===== config.mk =====
export PLATFORM = sky130hd
export DESIGN_NAME = ascon128_aead_encrypt_core
export DESIGN_NICKNAME = d
export VERILOG_FILES = /design/src/rtl/ascon_pkg.sv /design/src/rtl/ascon_round.sv /design/src/rtl/ascon_regs.sv /design/src/rtl/ascon128_aead_encrypt_core.sv
export VERILOG_INCLUDE_DIRS = /design/src /design/src/rtl
export SDC_FILE = /design/constraint.sdc
export NUM_CORES = 2
export LEC_CHECK = 0
export BUFFER_PORTS_ARGS = -buffer_cell sky130_fd_sc_hd__buf_2
export CAP_MARGIN = 20
export CORE_MARGIN = 2
export CORE_UTILIZATION = 50
export CTS_BUF_LIST = sky130_fd_sc_hd__clkbuf_4 sky130_fd_sc_hd__clkbuf_8
export CTS_CLUSTER_SIZE = 24
export DETAILED_ROUTE_END_ITERATION = 8
export GPL_TIMING_DRIVEN = 0
export MAX_ROUTING_LAYER = met4
export PLACE_DENSITY = 0.74
export SLEW_MARGIN = 20
export SYNTH_ARGS = -nofsm -noshare
export SYNTH_HDL_FRONTEND = slang
export SYNTH_SLANG_ARGS = --single-unit

===== constraint.sdc =====
create_clock -name clk_i -period 15.9 [get_ports clk_i]
set_input_delay 0.795 -clock clk_i [delete_from_list [all_inputs] [get_ports clk_i]]
set_output_delay 0.795 -clock clk_i [all_outputs]
set_load 0.02 [all_outputs]

===== src/rtl/ascon128_aead_encrypt_core_assert.svh =====
// Assertion macros for the ASCON-128 encryption core.
// Needs clk_i and rst_ni in the scope where the macros are used.
`ifndef ASCON128_AEAD_ENCRYPT_CORE_ASSERT_SVH
`define ASCON128_AEAD_ENCRYPT_CORE_ASSERT_SVH

`define ASCON_ASSERT_IMP(lbl, ante, cons) \
  lbl: assert property (@(posedge clk_i) disable iff (!rst_ni) (ante) |-> (cons)) \
    else $error("ascon core assertion failed");

`define ASCON_ASSERT_NXT(lbl, ante, cons) \
  lbl: assert property (@(posedge clk_i) disable iff (!rst_ni) (ante) |=> (cons)) \
    else $error("ascon core assertion failed");

`endif


===== src/rtl/ascon_pkg.sv =====
// Shared types, constants and helper functions of the ASCON-128 encryption core.
// No dependencies.
package ascon_pkg;

  typedef logic [4:0][63:0] ascon_word5_t;

  typedef struct packed {
    logic [63:0] hi;
    logic [63:0] lo;
  } ascon_key_t;

  typedef enum logic [2:0] {
    ST_IDLE,
    ST_PERM,
    ST_PAD,
    ST_TAG1,
    ST_TAG2
  } ascon_fsm_e;

  typedef enum logic [1:0] {
    POST_INIT,
    POST_BLOCK,
    POST_PAD,
    POST_TAG
  } ascon_post_e;

  localparam logic [63:0] AsconIv      = 64'h80400c0600000000;
  localparam logic [63:0] PadFullBlock = 64'h8000000000000000;
  localparam logic [63:0] DomainSep    = 64'h0000000000000001;
  localparam logic [3:0]  RndFullStart = 4'd0;
  localparam logic [3:0]  RndHalfStart = 4'd6;
  localparam logic [3:0]  RndLast      = 4'd11;
  localparam logic [3:0]  BytesFull    = 4'd8;

  localparam logic [1:0] KindCt   = 2'd0;
  localparam logic [1:0] KindTag1 = 2'd1;
  localparam logic [1:0] KindTag2 = 2'd2;

  localparam logic FuncStart = 1'b0;

  function automatic logic [7:0] ascon_rc(input logic [3:0] idx);
    logic [7:0] rc;
    case (idx)
      4'd0:    rc = 8'hf0;
      4'd1:    rc = 8'he1;
      4'd2:    rc = 8'hd2;
      4'd3:    rc = 8'hc3;
      4'd4:    rc = 8'hb4;
      4'd5:    rc = 8'ha5;
      4'd6:    rc = 8'h96;
      4'd7:    rc = 8'h87;
      4'd8:    rc = 8'h78;
      4'd9:    rc = 8'h69;
      4'd10:   rc = 8'h5a;
      4'd11:   rc = 8'h4b;
      default: rc = 8'h00;
    endcase
    return rc;
  endfunction

  function automatic logic [63:0] byte_mask(input logic [2:0] n);
    return ~(64'hFFFFFFFFFFFFFFFF >> {n, 3'b000});
  endfunction

  function automatic logic [63:0] pad_word(input logic [2:0] n);
    return PadFullBlock >> {n, 3'b000};
  endfunction

endpackage


===== src/rtl/ascon_round.sv =====
// One round of the ASCON permutation: constant addition, S-box layer and linear layer.
// Depends on ascon_pkg.
module ascon_perm_round
  import ascon_pkg::*;
(
  input  ascon_word5_t state_i,
  input  logic [7:0]   rc_i,
  output ascon_word5_t state_o
);

  function automatic logic [63:0] rotr(input logic [63:0] x, input int unsigned n);
    return (x >> n) | (x << (64 - n));
  endfunction

  logic [63:0] a0, a1, a2, a3, a4;
  logic [63:0] t0, t1, t2, t3, t4;
  logic [63:0] b0, b1, b2, b3, b4;
  logic [63:0] c0, c1, c2, c3, c4;

  always_comb begin
    a2 = state_i[2] ^ {56'd0, rc_i} ^ state_i[1];
    a0 = state_i[0] ^ state_i[4];
    a4 = state_i[4] ^ state_i[3];
    a1 = state_i[1];
    a3 = state_i[3];
    t0 = ~a0 & a1;
    t1 = ~a1 & a2;
    t2 = ~a2 & a3;
    t3 = ~a3 & a4;
    t4 = ~a4 & a0;
    b0 = a0 ^ t1;
    b1 = a1 ^ t2;
    b2 = a2 ^ t3;
    b3 = a3 ^ t4;
    b4 = a4 ^ t0;
    c1 = b1 ^ b0;
    c0 = b0 ^ b4;
    c3 = b3 ^ b2;
    c2 = ~b2;
    c4 = b4;
    state_o[0] = c0 ^ rotr(c0, 19) ^ rotr(c0, 28);
    state_o[1] = c1 ^ rotr(c1, 61) ^ rotr(c1, 39);
    state_o[2] = c2 ^ rotr(c2, 1) ^ rotr(c2, 6);
    state_o[3] = c3 ^ rotr(c3, 10) ^ rotr(c3, 17);
    state_o[4] = c4 ^ rotr(c4, 7) ^ rotr(c4, 41);
  end

endmodule


===== src/rtl/ascon_regs.sv =====
// Key register file behind the APB configuration port.
// Depends on ascon_pkg.
module ascon_regs
  import ascon_pkg::*;
(
  input  logic        clk_i,
  input  logic        rst_ni,
  input  logic        psel_i,
  input  logic        penable_i,
  input  logic        pwrite_i,
  input  logic [3:0]  paddr_i,
  input  logic [63:0] pwdata_i,
  output logic [63:0] prdata_o,
  output logic        pready_o,
  output ascon_key_t  key_o
);

  ascon_key_t key_q, key_d;
  logic       wr_en;

  assign pready_o = 1'b1;
  assign wr_en    = psel_i && penable_i && pwrite_i;

  always_comb begin
    key_d = key_q;
    if (wr_en) begin
      if (paddr_i[3]) begin
        key_d.lo = pwdata_i;
      end else begin
        key_d.hi = pwdata_i;
      end
    end
  end

  always_ff @(posedge clk_i or negedge rst_ni) begin
    if (!rst_ni) begin
      key_q <= '0;
    end else begin
      key_q <= key_d;
    end
  end

  assign prdata_o = paddr_i[3] ? key_q.lo : key_q.hi;
  assign key_o    = key_q;

endmodule


===== src/rtl/ascon128_aead_encrypt_core.sv =====
// ASCON-128 authenticated encryption core with empty associated data.
// Depends on ascon_pkg, ascon_regs, ascon_perm_round and the assertion macro header.
//
// The key is written over the APB port (key_high at 0x0, key_low at 0x8); the user must
// write it only while the core is idle, which the core does not enforce. Input words
// arrive on the s_axis channel: tuser 0 starts a message with the nonce in tdata, tuser 1
// carries up to eight plaintext bytes, and tlast marks the final block. Results leave on
// the m_axis channel: ciphertext words, then the two tag halves, the second one with tlast set.
// One permutation round is computed per cycle by a single shared round unit.
// A start word and a final block with fewer than eight bytes run the full permutation, a
// non-final block the half one; a final block of eight bytes adds a padding block to it.
// A data word that arrives while no message is open is dropped without a result.
// Results are held in one output register; while the receiver stalls, the core
// waits before loading the next result and does not take new input words.
// Reset clears the key, closes any open message and drops a pending result.
module ascon128_aead_encrypt_core
  import ascon_pkg::*;
(
  input  logic         clk_i,
  input  logic         rst_ni,
  input  logic         psel_i,
  input  logic         penable_i,
  input  logic         pwrite_i,
  input  logic [3:0]   paddr_i,
  input  logic [63:0]  pwdata_i,
  output logic [63:0]  prdata_o,
  output logic         pready_o,
  input  logic         s_axis_tvalid_i,
  output logic         s_axis_tready_o,
  // nonce_high, nonce_low, block_data, block_bytes, zero fill
  input  logic [199:0] s_axis_tdata_i,
  // func
  input  logic         s_axis_tuser_i,
  // final_block
  input  logic         s_axis_tlast_i,
  output logic         m_axis_tvalid_o,
  input  logic         m_axis_tready_i,
  // out_data, out_bytes, zero fill
  output logic [71:0]  m_axis_tdata_o,
  // out_kind
  output logic [1:0]   m_axis_tuser_o,
  // out_last
  output logic         m_axis_tlast_o
);

  ascon_key_t   key;
  ascon_word5_t s_q, s_d, round_out;
  ascon_fsm_e   fsm_q, fsm_d;
  ascon_post_e  post_q, post_d;
  logic [3:0]   rnd_q, rnd_d;
  logic         open_q, open_d;
  logic         out_vld_q, out_vld_d;
  logic [63:0]  out_data_q, out_data_d;
  logic [3:0]   out_bytes_q, out_bytes_d;
  logic [1:0]   out_kind_q, out_kind_d;
  logic         out_last_q, out_last_d;
  logic         out_load, out_free, in_acc, rnd_end;

  logic [63:0]  in_nonce_hi, in_nonce_lo, in_data;
  logic [3:0]   in_bytes, nbytes;
  logic         blk_full;
  logic [63:0]  fin_mask, fin_pad;

  ascon_regs u_regs (
    .clk_i     (clk_i),
    .rst_ni    (rst_ni),
    .psel_i    (psel_i),
    .penable_i (penable_i),
    .pwrite_i  (pwrite_i),
    .paddr_i   (paddr_i),
    .pwdata_i  (pwdata_i),
    .prdata_o  (prdata_o),
    .pready_o  (pready_o),
    .key_o     (key)
  );

  ascon_perm_round u_round (
    .state_i (s_q),
    .rc_i    (ascon_rc(rnd_q)),
    .state_o (round_out)
  );

  assign in_nonce_hi = s_axis_tdata_i[63:0];
  assign in_nonce_lo = s_axis_tdata_i[127:64];
  assign in_data     = s_axis_tdata_i[191:128];
  assign in_bytes    = s_axis_tdata_i[195:192];
  assign nbytes      = in_bytes[3] ? BytesFull : in_bytes;
  assign blk_full    = !s_axis_tlast_i || in_bytes[3];
  assign fin_mask    = byte_mask(nbytes[2:0]);
  assign fin_pad     = pad_word(nbytes[2:0]);

  assign out_free        = !out_vld_q || m_axis_tready_i;
  assign s_axis_tready_o = (fsm_q == ST_IDLE) && out_free;
  assign in_acc          = s_axis_tvalid_i && s_axis_tready_o;
  assign rnd_end         = (rnd_q == RndLast);

  always_comb begin
    fsm_d = fsm_q;
    case (fsm_q)
      ST_IDLE: begin
        if (in_acc && (s_axis_tuser_i == FuncStart || open_q)) begin
          fsm_d = ST_PERM;
        end
      end
      ST_PERM: begin
        if (rnd_end) begin
          case (post_q)
            POST_PAD: fsm_d = ST_PAD;
            POST_TAG: fsm_d = ST_TAG1;
            default:  fsm_d = ST_IDLE;
          endcase
        end
      end
      ST_PAD:  if (out_free) fsm_d = ST_PERM;
      ST_TAG1: if (out_free) fsm_d = ST_TAG2;
      ST_TAG2: if (out_free) fsm_d = ST_IDLE;
      default: fsm_d = ST_IDLE;
    endcase
  end

  always_comb begin
    s_d         = s_q;
    rnd_d       = rnd_q;
    post_d      = post_q;
    open_d      = open_q;
    out_load    = 1'b0;
    out_data_d  = out_data_q;
    out_bytes_d = out_bytes_q;
    out_kind_d  = out_kind_q;
    out_last_d  = out_last_q;
    case (fsm_q)
      ST_IDLE: begin
        if (in_acc) begin
          if (s_axis_tuser_i == FuncStart) begin
            s_d[0] = AsconIv;
            s_d[1] = key.hi;
            s_d[2] = key.lo;
            s_d[3] = in_nonce_hi;
            s_d[4] = in_nonce_lo;
            rnd_d  = RndFullStart;
            post_d = POST_INIT;
            open_d = 1'b1;
          end else if (open_q) begin
            out_load   = 1'b1;
            out_kind_d = KindCt;
            out_last_d = 1'b0;
            if (blk_full) begin
              s_d[0]      = s_q[0] ^ in_data;
              out_data_d  = s_q[0] ^ in_data;
              out_bytes_d = BytesFull;
              rnd_d       = RndHalfStart;
              post_d      = s_axis_tlast_i ? POST_PAD : POST_BLOCK;
            end else begin
              s_d[0]      = s_q[0] ^ (in_data & fin_mask) ^ fin_pad;
              s_d[1]      = s_q[1] ^ key.hi;
              s_d[2]      = s_q[2] ^ key.lo;
              out_data_d  = (s_q[0] ^ in_data) & fin_mask;
              out_bytes_d = nbytes;
              rnd_d       = RndFullStart;
              post_d      = POST_TAG;
            end
            if (s_axis_tlast_i) begin
              open_d = 1'b0;
            end
          end
        end
      end
      ST_PERM: begin
        s_d   = round_out;
        rnd_d = rnd_q + 4'd1;
        if (rnd_end && post_q == POST_INIT) begin
          s_d[3] = round_out[3] ^ key.hi;
          s_d[4] = round_out[4] ^ key.lo ^ DomainSep;
        end
      end
      ST_PAD: begin
        if (out_free) begin
          out_load    = 1'b1;
          out_data_d  = '0;
          out_bytes_d = '0;
          out_kind_d  = KindCt;
          out_last_d  = 1'b0;
          s_d[0]      = s_q[0] ^ PadFullBlock;
          s_d[1]      = s_q[1] ^ key.hi;
          s_d[2]      = s_q[2] ^ key.lo;
          rnd_d       = RndFullStart;
          post_d      = POST_TAG;
        end
      end
      ST_TAG1: begin
        if (out_free) begin
          out_load    = 1'b1;
          out_data_d  = s_q[3] ^ key.hi;
          out_bytes_d = BytesFull;
          out_kind_d  = KindTag1;
          out_last_d  = 1'b0;
        end
      end
      ST_TAG2: begin
        if (out_free) begin
          out_load    = 1'b1;
          out_data_d  = s_q[4] ^ key.lo;
          out_bytes_d = BytesFull;
          out_kind_d  = KindTag2;
          out_last_d  = 1'b1;
        end
      end
      default: begin
        s_d = s_q;
      end
    endcase
    out_vld_d = out_load || (out_vld_q && !m_axis_tready_i);
  end

  always_ff @(posedge clk_i or negedge rst_ni) begin
    if (!rst_ni) begin
      fsm_q     <= ST_IDLE;
      post_q    <= POST_INIT;
      rnd_q     <= RndFullStart;
      open_q    <= 1'b0;
      out_vld_q <= 1'b0;
    end else begin
      fsm_q     <= fsm_d;
      post_q    <= post_d;
      rnd_q     <= rnd_d;
      open_q    <= open_d;
      out_vld_q <= out_vld_d;
    end
  end

  always_ff @(posedge clk_i) begin
    s_q         <= s_d;
    out_data_q  <= out_data_d;
    out_bytes_q <= out_bytes_d;
    out_kind_q  <= out_kind_d;
    out_last_q  <= out_last_d;
  end

  assign m_axis_tvalid_o = out_vld_q;
  assign m_axis_tdata_o  = {4'd0, out_bytes_q, out_data_q};
  assign m_axis_tuser_o  = out_kind_q;
  assign m_axis_tlast_o  = out_last_q;

`include "ascon128_aead_encrypt_core_assert.svh"

  `ASCON_ASSERT_IMP(a_rnd_range, fsm_q == ST_PERM, rnd_q <= RndLast)
  `ASCON_ASSERT_NXT(a_perm_holds, fsm_q == ST_PERM && !rnd_end, fsm_q == ST_PERM)
  `ASCON_ASSERT_NXT(a_block_out, in_acc && s_axis_tuser_i && open_q,
                    m_axis_tvalid_o && m_axis_tuser_o == KindCt)
  `ASCON_ASSERT_IMP(a_last_tag2, m_axis_tvalid_o && m_axis_tlast_o,
                    m_axis_tuser_o == KindTag2)
  `ASCON_ASSERT_NXT(a_tag1_follows, fsm_q == ST_PERM && rnd_end && post_q == POST_TAG,
                    fsm_q == ST_TAG1 && !open_q)

endmodule

==> results.py <==
metrics = {
    "yosys": {
        "ys_seq_elements": 530,
        "synthFlopType": "edfxtp_1",
        "async_flop_share": 0.262,
        "avgSynthCellArea_um2": 9.81,
        "yosysUniqueCellTypes": 52,
        "synth_edf_count": 391,
        "synth.cell_area_um2": 42200,
        "ys_warn_count": 0,
        "seq_area_frac_synth": 0.360,
        "synthCells": 4308,
    },
    "clock_tree": {
        "post_cts_buffers": 0,
        "cts_root_buf": "clkbuf_8",
        "clk_latency_ns": 0.81,
        "numCtsBuffers": 99,
        "cts_tree": "done",
        "cts.path.max_buffers": 3,
        "cts_max_level": 3,
        "clkSlewWorstSetupHoldPaths_ns": 0.07,
        "cts_resized": 0,
        "hold_buffers": 1,
        "cts.sinks": 530,
    },
    "worst_setup_path": {
        "critPathKind": "flip-flop to flip-flop",
        "crit_arrival_ns": 5.11,
        "crit_path_start": "fsm_q[1]",
        "worst_path_most_repeated_cell": "clkbuf_1",
        "reg2reg_from": "fsm_q[1]",
        "cpMaxStageDelayCell": "clkbuf_1",
        "path_max_fanout": 10,
        "worstPathRequired_ns": 16.32,
        "startpoint_type": "flip-flop",
        "slowest_delay_ns": 0.88,
        "crit_chain": "buf_2, nor2_1, nand2_1, clkbuf_1, clkbuf_2, clkbuf_1, o21ai_0",
        "cp-end-kind": "flip-flop",
    },
    "floorplan": {
        "dieArea_um2": 86800,
        "die_h_um": 295,
        "dieWidth_um": 295,
        "ioPinCount": 419,
        "start_util": 0.505,
        "rows": 106,
        "core-area_um2": 83700,
    },
    "placement": {
        "gp_congestion": 1.10,
        "hpwlAfterDp_mm": 171,
        "port_buffers": 404,
        "dpl-instance-area_um2": 47000,
    },
    "global_routing": {
        "overflow": 0,
        "grt_max_degree": 78,
        "grt_first_pass_wirelength_mm": 282,
        "antenna_found_initial": 16,
        "grt_usage": 0.497,
        "grt_pass1_vias": 34500,
    },
    "final_layout": {
        "syn_to_final_growth_pct": 17.1,
        "fill_cells": 7469,
        "final_util": 0.591,
        "layout.nets": 5278,
        "drive_above_1_share": 0.195,
        "final_area_um2": 49500,
    },
    "routing": {
        "drc": 0,
        "wl_per_cell_um": 34.9,
        "wl_mm": 213,
        "drtIter0Drc": 6140,
        "via_per_inst": 6.10,
        "ant_nets": 0,
        "first_pass_iters": 8,
        "vias": 37300,
    },
    "sta": {
        "tns_ns": 0,
        "period_needed_ns": 4.70,
        "finalCritPeriodShare": 0.295,
        "rsz0062_at_grt": "no",
        "max_freq_ghz": 0.213,
        "finalSetupViolations": 0,
        "hold_viol": 0,
        "worst_pin_slew_ns": 1.36,
        "fin_skew_ns": 0.0489,
        "max-slew-margin-rel": 0.0901,
        "drv_slew": 0,
    },
    "min_path": {
        "hp-class": "input pin to flip-flop",
        "hold_start": "pwdata_i[47]",
    },
    "outcome": {
        "status": "finished, final reports clean",
    },
    "flow_run": {
        "drv_cap": 0,
    },
}
synth_stat cells, types with 2 or more instances:
master    number  share of area
xnor2_1     1116           0.23
nand2_1      677          0.060
xor2_1       553           0.11
edfxtp_1     391           0.28
o21ai_0      321          0.038
mux2_2       197          0.053
inv_1        156          0.014
clkbuf_1     148          0.013
dfrtp_1      139          0.082
ha_1         129          0.038
nor2_1       106         0.0094
mux2i_1       92          0.022
o22ai_1       66         0.0098
a22oi_1       59          0.010
a21oi_1       32         0.0038
maj3_1        26         0.0062
buf_2         17         0.0020
buf_1         12         0.0011
a31o_2         7         0.0015
nand2b_1       6        0.00089
buf_4          5        0.00089
a21o_1         4        0.00071
nor4_1         4        0.00059
a21boi_0       3        0.00053
and3_1         3        0.00044
nand3_1        3        0.00036
nor2b_1        3        0.00044
nor3_1         3        0.00036
or2_2          3        0.00044
xnor3_1        3         0.0016
conb_1         2        0.00018
nand4_1        2        0.00030
metal layers:
| layer | GRT usage | share of wire |
|---|---|---|
| met5 | - | 0 |
| met3 | 0.129 | 0.13 |
| met4 | 0.303 | 0.073 |
| met1 | 0.626 | 0.38 |
| met2 | 0.713 | 0.42 |
per-stage QoR:
step	hold WS, ns	cells	setup WS, ns
2_1_floorplan	0.496	4311	4.09
3_3_place_gp	0.536	5849	-5.80
3_5_place_dp	0.563	5903	11.44
4_1_cts	0.204	6088	11.43
5_1_grt	0.240	6100	11.49
6_report	0.236	6110	11.20
layout make-up:
cell class                      count  area [um^2]  area share
Multi-Input combinational cell   3440        26200       0.529
Sequential cell                   530        15200       0.308
Timing Repair Buffer              460         2900      0.0586
Clock buffer                      146         1840      0.0372
Tap cell                         1134         1420      0.0287
Buffer                            183          772      0.0156
Inverter                          158          593      0.0120
Clock inverter                     38          485     0.00981
Antenna cell                       21         52.6     0.00106
final timing paths:
check,end,slack (ns),cells after the start
max in group asynchronous,u_regs.key_o[4],14.53,3
max,s_q[54],11.20,7
min,u_regs.key_o[111],0.24,2
min reg2reg,rnd_q[0],0.58,1
max reg2reg,s_q[54],11.20,7
min in group asynchronous,u_regs.key_o[43],0.51,2
critical path, delay by kind of cell (launching register included):
kind / cells / cell delay (ns)
flops: 1 / 0.31
compound gates: 1 / 0.44
buf+inv: 4 / 2.62
simple gates: 2 / 0.93
sequential cells by signal (all words and copies together), names as in the netlist, 2 cells and up:
| name | cells |
|---|---|
| s_q | 320 |
| rnd_q | 4 |
| out_bytes_q | 4 |
| m_axis_tuser_o | 2 |
| u_regs.key_o | 128 |
| out_data_q | 64 |
| post_q | 2 |
| fsm_q | 3 |
kinds of logic (layout without fill, tap and decap cells):
group	Yosys count	count (layout)	share of synthesized area
DFF	530	530	0.360
AOI/OAI and AO/OA	500	500	0.0665
buffers and inverters	341	985	0.0314
other	2	26	0.000178
muxes	290	290	0.0747
adders and majority gates	155	155	0.0444
and+or+nand+nor	818	818	0.0750
xor gates and xnor gates	1672	1672	0.348
layout by cell type, fill, tap and decap left out, types with 6 or more instances in the layout:
master	netlist	routed
clkbuf_1	148	123
a31o_2	7	7
xnor2_2	0	45
buf_2	17	440
ha_1	129	129
xor2_1	553	539
clkbuf_4	0	27
edfxtp_1	391	391
maj3_1	26	26
dfrtp_1	139	139
a21oi_1	32	32
a22oi_1	59	59
nand2_1	677	677
nor2_1	106	104
clkinv_1	1	7
bufinv_16	0	12
clkbuf_2	0	25
o21ai_0	321	321
mux2_2	197	197
clkbuf_8	0	119
clkinv_2	0	19
buf_6	1	14
buf_1	12	7
mux2i_1	92	92
buf_16	0	19
nand2b_1	6	6
xnor2_1	1116	1071
inv_1	156	156
xor2_2	0	14
buf_4	5	8
o22ai_1	66	66
diode_2	0	21
Power is not shown: default switching activity piles up to over one toggle a cycle in this logic, so the estimate is an artifact.
